## src/rtl/core/mdc_pkg.sv

```systemverilog
// ----------------------------------------------------------------------------
// mdc_pkg
// Shared widths, constants, types and lookup functions for the MJD to
// calendar date and time converter.
// ----------------------------------------------------------------------------
package mdc_pkg;

  // Port field widths
  localparam int DAY_W     = 24;
  localparam int FRAC_IN_W = 40;
  localparam int YEAR_W    = 16;
  localparam int MONTH_W   = 4;
  localparam int DOM_W     = 5;
  localparam int DOY_W     = 9;
  localparam int HOUR_W    = 5;
  localparam int MIN_W     = 6;
  localparam int SEC_W     = 6;
  localparam int NS_W      = 30;

  // Binary fraction of a day actually used (low bits of the fraction field)
  localparam int FRAC_BITS = 40;

  // Pipeline depth; valid bits and stage enables are indexed 0..NSTAGE-1
  localparam int NSTAGE    = 13;
  // Stage index at which the time-of-day path is complete
  localparam int TIME_LAST = 2;

  // Date path: Julian day number and Gregorian switch
  localparam int Z_W          = 25;
  localparam int JD_OFFSET    = 2400001;
  localparam int GREG_START   = 2299161;
  // alpha = floor((4z - ALPHA_BIAS) / ALPHA_DIV), by reciprocal and one fixup
  localparam int ALPHA_BIAS   = 7468865;
  localparam int ALPHA_DIV    = 146097;
  localparam int ALPHA_RECIP  = 459;       // floor(2^26 / 146097)
  localparam int ALPHA_SHIFT  = 26;
  localparam int B_OFFSET     = 1524;
  // c = floor((20b - 2442) / 7305); numerator biased by C_BIAS * 7305
  localparam int C_BIAS       = 16400;
  localparam int X2_OFFSET    = 119799558; // C_BIAS * 7305 - 2442
  localparam int C_DIV        = 7305;
  localparam int C_RECIP      = 73493;     // floor(2^29 / 7305)
  localparam int C_SHIFT      = 29;
  localparam int D_MUL        = 1461;
  // e = floor(10000 (b - d) / 306001)
  localparam int E_NUM        = 10000;
  localparam int E_DIV        = 306001;
  localparam int E_RECIP      = 34267;     // floor(2^20 * 10000 / 306001)
  localparam int E_SHIFT      = 20;
  localparam int E_WRAP       = 14;
  localparam int FEB          = 2;
  localparam int YEAR_OFF_LATE  = 4716;
  localparam int YEAR_OFF_EARLY = 4715;
  // Leap test: divisibility by 25 on a biased, non-negative year
  localparam int Y_BIAS       = 25000;
  localparam int Y_DIV        = 25;
  localparam int Y_RECIP      = 83886;     // floor(2^21 / 25)
  localparam int Y_SHIFT      = 21;
  localparam int DOY_BIAS     = 30;

  // Time path
  localparam int SEC_PER_DAY  = 86400;
  localparam int NS_PER_SEC   = 1000000000;
  localparam int SECS_W       = 17;
  localparam int MDAY_W       = 11;
  localparam int SPROD_W      = FRAC_BITS + SECS_W;
  localparam int HPROD_W      = FRAC_BITS + 2;
  localparam int MPROD_W      = FRAC_BITS + 6;
  localparam int FRAC_LO_W    = FRAC_BITS / 2;
  localparam int FRAC_HI_W    = FRAC_BITS - FRAC_LO_W;
  localparam int PHI_W        = FRAC_HI_W + NS_W;
  localparam int PLO_W        = FRAC_LO_W + NS_W;
  localparam int NSUM_W       = FRAC_BITS + NS_W;

  // Time-of-day result carried down the delay stages
  typedef struct packed {
    logic [HOUR_W-1:0] hour;
    logic [MIN_W-1:0]  minute;
    logic [SEC_W-1:0]  second;
    logic [NS_W-1:0]   nanosecond;
  } tod_t;

  // floor(306001 * e / 10000)
  function automatic logic [8:0] e_days(input logic [3:0] e);
    case (e)
      4'd0:    return 9'd0;
      4'd1:    return 9'd30;
      4'd2:    return 9'd61;
      4'd3:    return 9'd91;
      4'd4:    return 9'd122;
      4'd5:    return 9'd153;
      4'd6:    return 9'd183;
      4'd7:    return 9'd214;
      4'd8:    return 9'd244;
      4'd9:    return 9'd275;
      4'd10:   return 9'd306;
      4'd11:   return 9'd336;
      4'd12:   return 9'd367;
      4'd13:   return 9'd397;
      4'd14:   return 9'd428;
      default: return 9'd459;
    endcase
  endfunction

  // floor(275 * m / 9)
  function automatic logic [8:0] month_days(input logic [3:0] m);
    case (m)
      4'd0:    return 9'd0;
      4'd1:    return 9'd30;
      4'd2:    return 9'd61;
      4'd3:    return 9'd91;
      4'd4:    return 9'd122;
      4'd5:    return 9'd152;
      4'd6:    return 9'd183;
      4'd7:    return 9'd213;
      4'd8:    return 9'd244;
      4'd9:    return 9'd275;
      4'd10:   return 9'd305;
      4'd11:   return 9'd336;
      4'd12:   return 9'd366;
      4'd13:   return 9'd397;
      4'd14:   return 9'd427;
      default: return 9'd458;
    endcase
  endfunction

endpackage

```

## src/rtl/core/mjd_to_calendar_date_time_core.sv

```systemverilog
// Throughput: one request per cycle while the output is not stalled, set by the 13-stage date pipeline.
// Empty stages fill under a stalled output, so requests keep entering
// until every stage holds an item.
// Reset clears the stage valid bits only; datapath registers are not reset.
// ----------------------------------------------------------------------------
// mjd_to_calendar_date_time_core
// Modified Julian Day plus binary day fraction to calendar date and time of
// day, fully pipelined with valid/stall handshakes on both sides.
// ----------------------------------------------------------------------------
module mjd_to_calendar_date_time_core (
  input  logic                              clk,
  input  logic                              rst,
  input  logic                              req_valid,
  output logic                              req_stall,
  input  logic signed [mdc_pkg::DAY_W-1:0]  day_number,
  input  logic [mdc_pkg::FRAC_IN_W-1:0]     day_fraction,
  output logic                              res_valid,
  input  logic                              res_stall,
  output logic signed [mdc_pkg::YEAR_W-1:0] year,
  output logic [mdc_pkg::MONTH_W-1:0]       month,
  output logic [mdc_pkg::DOM_W-1:0]         day_of_month,
  output logic [mdc_pkg::DOY_W-1:0]         day_of_year,
  output logic [mdc_pkg::HOUR_W-1:0]        hour,
  output logic [mdc_pkg::MIN_W-1:0]         minute,
  output logic [mdc_pkg::SEC_W-1:0]         second,
  output logic [mdc_pkg::NS_W-1:0]          nanosecond
);
  import mdc_pkg::*;

  logic [NSTAGE-1:0] vld;
  logic [NSTAGE-1:0] vld_next;
  logic [NSTAGE-1:0] adv;

  // A stage loads when it is empty or its contents move on
  assign adv[NSTAGE-1] = !vld[NSTAGE-1] || !res_stall;
  for (genvar k = 0; k < NSTAGE - 1; k++) begin : g_adv
    assign adv[k] = !vld[k] || adv[k+1];
  end

  always_comb begin
    vld_next = vld;
    if (adv[0]) begin
      vld_next[0] = req_valid;
    end
    for (int k = 1; k < NSTAGE; k++) begin
      if (adv[k]) begin
        vld_next[k] = vld[k-1];
      end
    end
  end

  always_ff @(posedge clk) begin
    if (rst) begin
      vld <= '0;
    end else begin
      vld <= vld_next;
    end
  end

  assign req_stall = !adv[0];
  assign res_valid = vld[NSTAGE-1];

  mdc_date_pipe u_date (
    .clk          (clk),
    .adv          (adv),
    .day_number   (day_number),
    .year         (year),
    .month        (month),
    .day_of_month (day_of_month),
    .day_of_year  (day_of_year)
  );

  mdc_time_pipe u_time (
    .clk          (clk),
    .adv          (adv),
    .day_fraction (day_fraction),
    .hour         (hour),
    .minute       (minute),
    .second       (second),
    .nanosecond   (nanosecond)
  );

endmodule

```

## src/rtl/core/mdc_date_pipe.sv

```systemverilog
// ----------------------------------------------------------------------------
// mdc_date_pipe
// Thirteen-stage datapath from integer MJD to year, month, day of month and
// day of year. Constant divisions use a reciprocal estimate plus one fixup.
// ----------------------------------------------------------------------------
module mdc_date_pipe (
  input  logic                                clk,
  input  logic [mdc_pkg::NSTAGE-1:0]          adv,
  input  logic signed [mdc_pkg::DAY_W-1:0]    day_number,
  output logic signed [mdc_pkg::YEAR_W-1:0]   year,
  output logic [mdc_pkg::MONTH_W-1:0]         month,
  output logic [mdc_pkg::DOM_W-1:0]           day_of_month,
  output logic [mdc_pkg::DOY_W-1:0]           day_of_year
);
  import mdc_pkg::*;

  // Stage 1: julian day z, calendar select, alpha numerator
  logic signed [Z_W-1:0] z_next;
  logic signed [Z_W+1:0] x1_full;
  logic signed [Z_W-1:0] s1_z;
  logic                  s1_greg;
  logic [25:0]           s1_x1;

  always_comb begin
    z_next  = Z_W'(day_number) + Z_W'(JD_OFFSET);
    x1_full = ((Z_W+2)'(z_next) <<< 2) - (Z_W+2)'(ALPHA_BIAS);
  end

  always_ff @(posedge clk) begin
    if (adv[0]) begin
      s1_z    <= z_next;
      s1_greg <= (z_next >= Z_W'(GREG_START));
      s1_x1   <= x1_full[25:0];
    end
  end

  // Stage 2: alpha estimate
  logic [34:0]           q1_prod;
  logic [7:0]            s2_q1;
  logic [25:0]           s2_x1;
  logic signed [Z_W-1:0] s2_z;
  logic                  s2_greg;

  assign q1_prod = 35'(s1_x1) * 35'(ALPHA_RECIP);

  always_ff @(posedge clk) begin
    if (adv[1]) begin
      s2_q1   <= q1_prod[ALPHA_SHIFT+7:ALPHA_SHIFT];
      s2_x1   <= s1_x1;
      s2_z    <= s1_z;
      s2_greg <= s1_greg;
    end
  end

  // Stage 3: alpha fixup
  logic [25:0]           q1_mul;
  logic [26:0]           r1;
  logic [7:0]            s3_alpha;
  logic signed [Z_W-1:0] s3_z;
  logic                  s3_greg;

  always_comb begin
    q1_mul = 26'(s2_q1) * 26'(ALPHA_DIV);
    r1     = 27'(s2_x1) - 27'(q1_mul);
  end

  always_ff @(posedge clk) begin
    if (adv[2]) begin
      s3_alpha <= s2_q1 + 8'(r1 >= 27'(ALPHA_DIV));
      s3_z     <= s2_z;
      s3_greg  <= s2_greg;
    end
  end

  // Stage 4: b = a + 1524
  logic signed [Z_W-1:0] a_greg;
  logic signed [Z_W-1:0] s4_b;

  assign a_greg = s3_z + Z_W'(1) + Z_W'(s3_alpha) - Z_W'(s3_alpha >> 2);

  always_ff @(posedge clk) begin
    if (adv[3]) begin
      s4_b <= (s3_greg ? a_greg : s3_z) + Z_W'(B_OFFSET);
    end
  end

  // Stage 5: biased c numerator, always non-negative
  logic [29:0]           x2_full;
  logic [28:0]           s5_x2;
  logic signed [Z_W-1:0] s5_b;

  assign x2_full = (30'(s4_b) << 4) + (30'(s4_b) << 2) + 30'(X2_OFFSET);

  always_ff @(posedge clk) begin
    if (adv[4]) begin
      s5_x2 <= x2_full[28:0];
      s5_b  <= s4_b;
    end
  end

  // Stage 6: c estimate
  logic [45:0]           q2_prod;
  logic [15:0]           s6_q2;
  logic [28:0]           s6_x2;
  logic signed [Z_W-1:0] s6_b;

  assign q2_prod = 46'(s5_x2) * 46'(C_RECIP);

  always_ff @(posedge clk) begin
    if (adv[5]) begin
      s6_q2 <= q2_prod[C_SHIFT+15:C_SHIFT];
      s6_x2 <= s5_x2;
      s6_b  <= s5_b;
    end
  end

  // Stage 7: c fixup and bias removal
  logic [29:0]           r2;
  logic [16:0]           c_full;
  logic signed [15:0]    s7_c;
  logic signed [Z_W-1:0] s7_b;

  always_comb begin
    r2     = 30'(s6_x2) - 30'(30'(s6_q2) * 30'(C_DIV));
    c_full = 17'(s6_q2) + 17'(r2 >= 30'(C_DIV)) - 17'(C_BIAS);
  end

  always_ff @(posedge clk) begin
    if (adv[6]) begin
      s7_c <= c_full[15:0];
      s7_b <= s6_b;
    end
  end

  // Stage 8: d = floor(1461 c / 4), keep b - d (123..488)
  logic signed [27:0] d_prod;
  logic signed [25:0] bd_full;
  logic [8:0]         s8_bd;
  logic signed [15:0] s8_c;

  always_comb begin
    d_prod  = 28'(s7_c) * 28'(D_MUL);
    bd_full = 26'(s7_b) - 26'(d_prod >>> 2);
  end

  always_ff @(posedge clk) begin
    if (adv[7]) begin
      s8_bd <= bd_full[8:0];
      s8_c  <= s7_c;
    end
  end

  // Stage 9: e estimate
  logic [24:0]        e_prod;
  logic [3:0]         s9_q3;
  logic [8:0]         s9_bd;
  logic signed [15:0] s9_c;

  assign e_prod = 25'(s8_bd) * 25'(E_RECIP);

  always_ff @(posedge clk) begin
    if (adv[8]) begin
      s9_q3 <= e_prod[E_SHIFT+3:E_SHIFT];
      s9_bd <= s8_bd;
      s9_c  <= s8_c;
    end
  end

  // Stage 10: e fixup
  logic [23:0]        num3;
  logic [23:0]        sub3;
  logic [23:0]        r3;
  logic [3:0]         s10_e;
  logic [8:0]         s10_bd;
  logic signed [15:0] s10_c;

  always_comb begin
    num3 = 24'(s9_bd) * 24'(E_NUM);
    sub3 = 24'(s9_q3) * 24'(E_DIV);
    r3   = num3 - sub3;
  end

  always_ff @(posedge clk) begin
    if (adv[9]) begin
      s10_e  <= s9_q3 + 4'(r3 >= 24'(E_DIV));
      s10_bd <= s9_bd;
      s10_c  <= s9_c;
    end
  end

  // Stage 11: day of month, month, year
  logic [8:0]         dom_full;
  logic [3:0]         month_next;
  logic signed [15:0] year_next;
  logic [4:0]         s11_dom;
  logic [3:0]         s11_month;
  logic signed [15:0] s11_year;

  always_comb begin
    dom_full   = s10_bd - e_days(s10_e);
    month_next = (s10_e < 4'(E_WRAP)) ? s10_e - 4'd1 : s10_e - 4'(E_WRAP - 1);
    year_next  = s10_c - ((month_next > 4'(FEB)) ? 16'(YEAR_OFF_LATE)
                                                  : 16'(YEAR_OFF_EARLY));
  end

  always_ff @(posedge clk) begin
    if (adv[10]) begin
      s11_dom   <= dom_full[4:0];
      s11_month <= month_next;
      s11_year  <= year_next;
    end
  end

  // Stage 12: year / 25 estimate on biased year
  logic [15:0]        u_next;
  logic [32:0]        y_prod;
  logic [10:0]        s12_q4;
  logic [15:0]        s12_u;
  logic [4:0]         s12_dom;
  logic [3:0]         s12_month;
  logic signed [15:0] s12_year;

  always_comb begin
    u_next = 16'(s11_year) + 16'(Y_BIAS);
    y_prod = 33'(u_next) * 33'(Y_RECIP);
  end

  always_ff @(posedge clk) begin
    if (adv[11]) begin
      s12_q4    <= y_prod[Y_SHIFT+10:Y_SHIFT];
      s12_u     <= u_next;
      s12_dom   <= s11_dom;
      s12_month <= s11_month;
      s12_year  <= s11_year;
    end
  end

  // Stage 13: leap test and day of year, output register
  logic [15:0] r4;
  logic        div25;
  logic        leap;
  logic [9:0]  doy_full;
  logic [9:0]  doy_adj;

  always_comb begin
    r4      = s12_u - 16'(16'(s12_q4) * 16'(Y_DIV));
    div25   = (r4 == 16'd0) || (r4 == 16'(Y_DIV));
    leap    = (s12_year[1:0] == 2'b00) && (!div25 || (s12_year[3:0] == 4'b0000));
    // Months after February lose two days, one in leap years
    doy_adj = (s12_month > 4'(FEB)) ? (leap ? 10'd1 : 10'd2) : 10'd0;
    doy_full = 10'(month_days(s12_month)) + 10'(s12_dom) - 10'(DOY_BIAS) - doy_adj;
  end

  always_ff @(posedge clk) begin
    if (adv[12]) begin
      year         <= s12_year;
      month        <= s12_month;
      day_of_month <= s12_dom;
      day_of_year  <= doy_full[DOY_W-1:0];
    end
  end

endmodule

```

## src/rtl/core/mdc_time_pipe.sv

```systemverilog
// ----------------------------------------------------------------------------
// mdc_time_pipe
// Fraction of a day to hour, minute, second and rounded nanosecond in three
// stages, then a delay line to line up with the date path.
// ----------------------------------------------------------------------------
module mdc_time_pipe (
  input  logic                              clk,
  input  logic [mdc_pkg::NSTAGE-1:0]        adv,
  input  logic [mdc_pkg::FRAC_IN_W-1:0]     day_fraction,
  output logic [mdc_pkg::HOUR_W-1:0]        hour,
  output logic [mdc_pkg::MIN_W-1:0]         minute,
  output logic [mdc_pkg::SEC_W-1:0]         second,
  output logic [mdc_pkg::NS_W-1:0]          nanosecond
);
  import mdc_pkg::*;

  // Stage 1: seconds of day with remainder, hour and minute of day
  logic [FRAC_BITS-1:0] frac;
  logic [SPROD_W-1:0]   sec_prod;
  logic [HPROD_W-1:0]   hour_prod;
  logic [MPROD_W-1:0]   mday_prod;
  logic [SECS_W-1:0]    t1_secs;
  logic [FRAC_BITS-1:0] t1_rem;
  logic [HOUR_W-1:0]    t1_hour;
  logic [MDAY_W-1:0]    t1_mday;

  always_comb begin
    frac      = day_fraction[FRAC_BITS-1:0];
    sec_prod  = SPROD_W'(frac) * SPROD_W'(SEC_PER_DAY);
    hour_prod = HPROD_W'(frac) * HPROD_W'(3);   // 24 = 3 * 8
    mday_prod = MPROD_W'(frac) * MPROD_W'(45);  // 1440 = 45 * 32
  end

  always_ff @(posedge clk) begin
    if (adv[0]) begin
      t1_secs <= sec_prod[SPROD_W-1:FRAC_BITS];
      t1_rem  <= sec_prod[FRAC_BITS-1:0];
      t1_hour <= hour_prod[HPROD_W-1:FRAC_BITS-3];
      t1_mday <= mday_prod[MPROD_W-1:FRAC_BITS-5];
    end
  end

  // Stage 2: remainder times 1e9 in two halves; minute and second
  logic [PHI_W-1:0]  p_hi;
  logic [PLO_W-1:0]  p_lo;
  logic [MDAY_W-1:0] hr60;
  logic [MDAY_W-1:0] min_full;
  logic [SECS_W-1:0] md60;
  logic [SECS_W-1:0] sec_full;
  logic [PHI_W-1:0]  t2_phi;
  logic [PLO_W-1:0]  t2_plo;
  logic [HOUR_W-1:0] t2_hour;
  logic [MIN_W-1:0]  t2_min;
  logic [SEC_W-1:0]  t2_sec;

  always_comb begin
    p_hi     = PHI_W'(t1_rem[FRAC_BITS-1:FRAC_LO_W]) * PHI_W'(NS_PER_SEC);
    p_lo     = PLO_W'(t1_rem[FRAC_LO_W-1:0]) * PLO_W'(NS_PER_SEC);
    hr60     = (MDAY_W'(t1_hour) << 6) - (MDAY_W'(t1_hour) << 2);
    min_full = t1_mday - hr60;
    md60     = (SECS_W'(t1_mday) << 6) - (SECS_W'(t1_mday) << 2);
    sec_full = t1_secs - md60;
  end

  always_ff @(posedge clk) begin
    if (adv[1]) begin
      t2_phi  <= p_hi;
      t2_plo  <= p_lo;
      t2_hour <= t1_hour;
      t2_min  <= min_full[MIN_W-1:0];
      t2_sec  <= sec_full[SEC_W-1:0];
    end
  end

  // Stage 3: recombine halves, round half up, keep integer nanoseconds
  logic [NSUM_W-1:0] ns_sum;
  tod_t              tod_next;

  always_comb begin
    ns_sum = (NSUM_W'(t2_phi) << FRAC_LO_W) + NSUM_W'(t2_plo)
           + (NSUM_W'(1) << (FRAC_BITS - 1));
    tod_next.hour       = t2_hour;
    tod_next.minute     = t2_min;
    tod_next.second     = t2_sec;
    tod_next.nanosecond = ns_sum[NSUM_W-1:FRAC_BITS];
  end

  tod_t tq [TIME_LAST:NSTAGE-1];

  always_ff @(posedge clk) begin
    if (adv[TIME_LAST]) begin
      tq[TIME_LAST] <= tod_next;
    end
  end

  // Delay stages matching the date path
  for (genvar k = TIME_LAST + 1; k < NSTAGE; k++) begin : g_delay
    always_ff @(posedge clk) begin
      if (adv[k]) begin
        tq[k] <= tq[k-1];
      end
    end
  end

  assign hour       = tq[NSTAGE-1].hour;
  assign minute     = tq[NSTAGE-1].minute;
  assign second     = tq[NSTAGE-1].second;
  assign nanosecond = tq[NSTAGE-1].nanosecond;

endmodule

```

## config.mk

```make
export PLATFORM = sky130hd
export DESIGN_NAME = mjd_to_calendar_date_time_core
export DESIGN_NICKNAME = d
export VERILOG_FILES = /design/src/rtl/core/mdc_pkg.sv /design/src/rtl/core/mjd_to_calendar_date_time_core.sv /design/src/rtl/core/mdc_date_pipe.sv /design/src/rtl/core/mdc_time_pipe.sv
export SDC_FILE = /design/constraint.sdc
export NUM_CORES = 2
export LEC_CHECK = 0
export BUFFER_PORTS_ARGS = -buffer_cell sky130_fd_sc_hd__buf_2
export CAP_MARGIN = 20
export CORE_ASPECT_RATIO = 0.9
export CORE_MARGIN = 1
export CORE_UTILIZATION = 30
export CTS_CLUSTER_SIZE = 28
export DETAILED_ROUTE_END_ITERATION = 10
export GPL_ROUTABILITY_DRIVEN = 0
export HOLD_SLACK_MARGIN = 0.06
export SKIP_LAST_GASP = 1
export SLEW_MARGIN = 20
export SYNTH_ARGS = -nofsm -noshare
export SYNTH_HDL_FRONTEND = slang
export SYNTH_SLANG_ARGS = --single-unit
export TNS_END_PERCENT = 20
```

## constraint.sdc

```tcl
create_clock -name clk -period 31.2 [get_ports clk]
set_input_delay 6.24 -clock clk [delete_from_list [all_inputs] [get_ports clk]]
set_output_delay 6.24 -clock clk [all_outputs]
set_load 0.1 [all_outputs]
```

### After elaboration in Yosys (flattened, before gate mapping)

Memory sizes are Yosys's and may differ from the RTL's. A register that Yosys moved wholly into a read port is not among the register bits.
Cells that the tools add are included.

| storage, ports and cells | value |
|---|---|
| bits in registers | 640 |
| input bits | 68 |
| bits in writable memories | 517 |
| word-level logic and storage cells | 181 |
| memories | 3 |
| output and inout bits | 83 |
| ROM bits | 288 |

Memories:

| name | words | width | read ports | clocked after Yosys merged registers in | wr ports | RTL line | text |
|---|---|---|---|---|---|---|---|
| u_time.tq | 11 | 47 | 11 | 0 | 11 | mdc_time_pipe.sv:88 | `tod_t tq [TIME_LAST:NSTAGE-1];` |
| (no name shown) | 16 | 9 | 1 | 1 | 0 | mdc_pkg.sv:107 | `case (m)` |
| (no name shown) | 16 | 9 | 1 | 1 | 0 | mdc_pkg.sv:85 | `case (e)` |

| operators by class | value |
|---|---|
| reductions and logical operators | 35 |
| add/sub/neg operators | 31 |
| $mul | 15 |
| order comparisons | 7 |
| eq/ne operators | 1 |
| muxes and demuxes | 29 |

Operator list:

| operator | count |
|---|---|
| $add A70 B40 Y70 const B | 1 |
| $add A70 B50 Y70 | 1 |
| $mul A29 B17 Y45 const B | 1 |
| $mul A40 B2 Y42 const B | 1 |
| $mul A20 B21 Y41 const B | 1 |
| $mul A40 B6 Y41 const B | 1 |
| $mul A40 B10 Y39 const B | 1 |
| $mul A13 B21 Y34 const B | 1 |
| $mul A26 B9 Y34 const B | 1 |
| $sub A16 B16 Y16 | 2 |
| $mul A16 B16 Y31 const B | 1 |
| $ge A30 B13 Y1 const B | 1 |
| $sub A29 B29 Y30 | 1 |
| $add A29 B27 Y29 | 1 |
| $add A29 B28 Y29 const B | 1 |
| $mul A16 B13 Y29 const B | 1 |
| $ge A27 B18 Y1 const B | 1 |
| $sub A26 B26 Y27 | 1 |
| $mul A8 B18 Y26 const B | 1 |
| $sub A26 B24 Y26 const B | 1 |
| $add A24 B23 Y25 const B | 1 |
| $add A25 B1 Y25 const B | 1 |
| $add A25 B12 Y25 const B | 1 |
| $add A25 B8 Y25 | 1 |
| 37 further kinds | 93 |

### Longest topological paths before layout

| logic depth | value |
|---|---|
| word-level depth | 15 |
| mapped depth | 33 |
| depth with buffers taken out | 33 |

### Hierarchy

From an unflattened synthesis, not the netlist that was laid out.

| unflattened totals | value |
|---|---|
| cells, all modules | 8018 |
| area, all modules | 96462.5 µm² |

Modules (own cells, without submodules):

| module | cells an instance | area an instance (µm²) | seq. area each (µm²) | times used |
|---|---|---|---|---|
| mdc_date_pipe | 4677 | 52341.4 | 14303.7 | 1 |
| mdc_time_pipe | 3275 | 43553.0 | 19398.6 | 1 |
| mjd_to_calendar_date_time_core | 66 | 568.0 | 260.2 | 1 |

### Worst setup path before layout

No wires, ideal clock.

| timing path | value |
|---|---|
| path type | input port to output port |
| start | input res_stall |
| end | output req_stall |
| path slack | 10680 ps |
| data required time | 24960 ps |
| cell stages on the path | 11 |
| arrival | 14280 ps |
| cells stage by stage | and3_1 -> clkbuf_1 -> inv_2 -> nor2_1 -> and2_1 -> inv_1 -> nor2_1 -> and2_1 -> clkbuf_1 -> nand4_1 -> inv_1 |

| on the way | value |
|---|---|
| longest elaborated chain between the ends | 15 |

RTL lines:

| element | RTL line | text |
|---|---|---|
| start, declared | mjd_to_calendar_date_time_core.sv:18 | `input logic res_stall,` |
| $logic_not A1 Y1 | mjd_to_calendar_date_time_core.sv:35 | `assign adv[NSTAGE-1] = !vld[NSTAGE-1] \|\| !res_stall;` |
| $logic_or A1 B1 Y1 | mjd_to_calendar_date_time_core.sv:35 |  |
| $logic_or A1 B1 Y1 (5 in series) | mjd_to_calendar_date_time_core.sv:37 | `assign adv[k] = !vld[k] \|\| adv[k+1];` |
| net adv[7] | mjd_to_calendar_date_time_core.sv:32 | `logic [NSTAGE-1:0] adv;` |
| $logic_or A1 B1 Y1 (7 in series) | mjd_to_calendar_date_time_core.sv:37 |  |
| $logic_not A1 Y1 | mjd_to_calendar_date_time_core.sv:60 | `assign req_stall = !adv[0];` |
| end, declared | mjd_to_calendar_date_time_core.sv:14 | `output logic req_stall,` |

The timed path passes the listed nets, and every way through them passes these cells.

### Worst setup path in the final report

Ends and elaborated chain as after synthesis.

==> metrics.txt <==
vias in the first global route 60.8k; DRT met1 WL 93300 µm; I/O Pins 151; status finished, violations left; met3 wire length 7180 µm; # setup viols final 0; floorplan row count 197; remaining antenna violation count 0; Critical Path Start res_stall; worst path cell trace buf_2, and3_1, inv_4, nor2_1, and2_1, inv_2, nor2_1, and2_1, nand4_1, buf_4, inv_1, buf_2; grt ovf 0; routed vias 56.3k; Hold Vio Cnt, Final 0; final setup skew 0.117 ns; initial antenna violation count 10; Worst path top cell family by delay simple AND/OR/NAND/NOR gates; Levels on crit path 12; max-cap violation count 0; post-synthesis sequential area ratio 0.352; synthesized area 96600 µm²; drt wl/cell 15.0 µm; die span in x 600 µm; Final period util 0.513; postcts setup bufs 0; area leader, netlist edfxtp_1; CTS Hold Bufs 0; reg2reg start u_date.s11_year[3]$_DFFE_PP_; Die H 540 µm; vias per inst 4.45; synth unique cells 95; failing checks design-rule violations; 1st-iter DRT viols 2886; design area 107000 µm²; Synth Flop Type edfxtp_1; CTS Buf Count 117; Top Layer Used met4; HP Class reg2reg; share of the synthesized area in the top cell type 0.346; layout cells sized above 1 0.0535; port buffer count 150; arrival time at the worst endpoint 9.76 ns; EDFF count, synth 1113; Setup TNS 0 ns; CTS tree built; most frequent cell after synthesis inv_1; Core Area 320000 µm²; #FFs+latches synth 1140; CP Capture Type output pin; RSZ-0062 raised after global routing false; YS warnings 0; root cell of the clock tree clkbuf_16; Worst Path Required 24.96 ns; Layout area overhead 10.5%; post-synthesis average cell area 12.0 µm²; buffers and inverters on the worst path 6; Slew HR 0.279; DR WL met2 86500 µm; Syn Nets 10.7k; largest cells by area after synthesis edfxtp_1 (35%), fa_1 (21%), ha_1 (20%); Worst setup endpoint req_stall; Mapped Cells 8061; slowest stage delay, CP 0.47 ns; TritonCTS Sinks 1140; largest fanout on the critical path 40; Clock transition at path regs 0.06 ns; Reg2Reg Depth 25; post-cts resize count 0; Slew @ Worst Pin 1.05 ns; Setup CP Type in2out; TritonRoute pass-1 iters 8; Max Buffers Root-to-Sink 3; Final #Nets 10.9k; R2R setup slack 22.71 ns; maximum clock rate 0.0625 GHz; GRT Total Usage 0.119; startpoint type of the worst setup path input pin; CTS H-tree lvls 3; later-pin clock latency in the skew report 0.80 ns; post-route minimum period 16.00 ns; DP Area 102000 µm²; Post-Route WL 190000 µm; HPWL Detailed 156000 µm; DR DRC count 10; crit path max-delay cell type and3_1; reg2reg end u_date.s12_q4[10]$_DFFE_PN_; commonest cells in the netlist inv_1 (1852), ha_1 (1534), edfxtp_1 (1113); largest net degree at the start of global routing 80; initial core utilization 0.302; final slew viol count 0; Die ar. 324000 µm²; first-pass GRT wire length 317000 µm; ys async rst share 0
flip-flops by register name (all words and copies together), names as in the netlist, 16 cells and up, named ones only:
register / cells
u_time.tq: 517
u_time.t2_phi: 41
u_time.t1_rem: 33
u_date.s5_x2: 27
u_date.s6_x2: 27
u_date.s1_z: 25
u_date.s2_z: 25
u_date.s3_z: 25
u_date.s4_b: 25
u_date.s1_x1: 24
u_date.s2_x1: 24
u_time.t2_plo: 21
u_date.s10_c: 16
u_date.s11_year: 16
u_date.s12_year: 16
u_date.s6_q2: 16
u_date.s7_c: 16
u_date.s8_c: 16
u_date.s9_c: 16
u_date.year: 16
cell type report:
class	instances	area, µm²
well taps	4278	5350
clock buffers	130	3020
inverters	1853	6960
diodes	1	2.50
flip-flops and latches	1140	34000
clock inverters	91	1210
repair buffers	172	916
multi-input cells	4992	55300
fillers	31496	213000
layout by cell type (no fill, tap or decap), types with 12 or more instances in the layout:
cell          n
nand3_1      90
or2_2        17
nand2_1     211
o22ai_1      12
clkbuf_16   117
a221oi_1     15
a21o_1      151
xnor2_1     295
buf_2       150
nor2b_1      45
nand3b_1     15
o211ai_1     30
nand2b_1     42
ha_1       1534
or3_1        23
clkinv_2     32
buf_4        22
nor3_1       66
xor2_1      136
clkinv_1     12
bufinv_16    22
edfxtp_1   1113
o31ai_1      14
o21ai_0     154
inv_1      1848
and4_1       12
o21a_1       51
nor2_1      260
a211o_1      15
mux2i_1      29
and3_1       39
fa_1       1014
o21bai_1     45
a211oi_1     41
nand4_1      54
a21boi_0     13
a31oi_1      35
and2_1       20
a21oi_1     315
dfxtp_1      27
worst min path at each step:
stage,to,slack (ns),depth (start not counted),start
3_5_place_dp,u_date.s10_c[10]$_DFFE_PN_,0.40,0,u_date.s9_c[10]$_DFFE_PP_
5_1_grt,u_time.tq[0][196]$_DFFE_PP_,0.34,0,u_time.tq[0][149]$_DFFE_PP_
2_1_floorplan,u_date.s10_c[0]$_DFFE_PN_,0.40,0,u_date.s9_c[0]$_DFFE_PP_
3_3_place_gp,u_time.tq[0][236]$_DFFE_PP_,0.40,0,u_time.tq[0][189]$_DFFE_PP_
6_report,u_time.tq[0][148]$_DFFE_PP_,0.34,0,u_time.tq[0][101]$_DFFE_PP_
4_1_cts,u_time.tq[0][148]$_DFFE_PP_,0.33,0,u_time.tq[0][101]$_DFFE_PP_
through the flow:
step                       util  hold WS (ns)  instances  worst slack (ns)
after global routing      0.333         0.338      12657             14.93
after floorplan               -         0.400       8061             10.68
after CTS                 0.333         0.332      12656             15.21
after detailed placement  0.320         0.405      12435             15.23
after global placement    0.320         0.401      12435             15.32
final                     0.333         0.337      12657             15.20
per-layer routing:
layer | GRT usage | up-vias
met4 | 0.0221 | 0
met1 | 0.169 | 27757
li1 | - | 27425
met3 | 0.0159 | 207
met2 | 0.196 | 920
met5 | 0 | -
logic make-up after synthesis:
logic type / synth area share
compound gates: 0.0709
xor+xnor: 0.0394
mux: 0.00417
fa+ha+maj: 0.409
buf+inv: 0.0770
flops: 0.352
simple gates: 0.0480
Power is left out: the tool's default activity adds up to more than one toggle a clock period on the data nets, which glitch-free logic cannot reach.
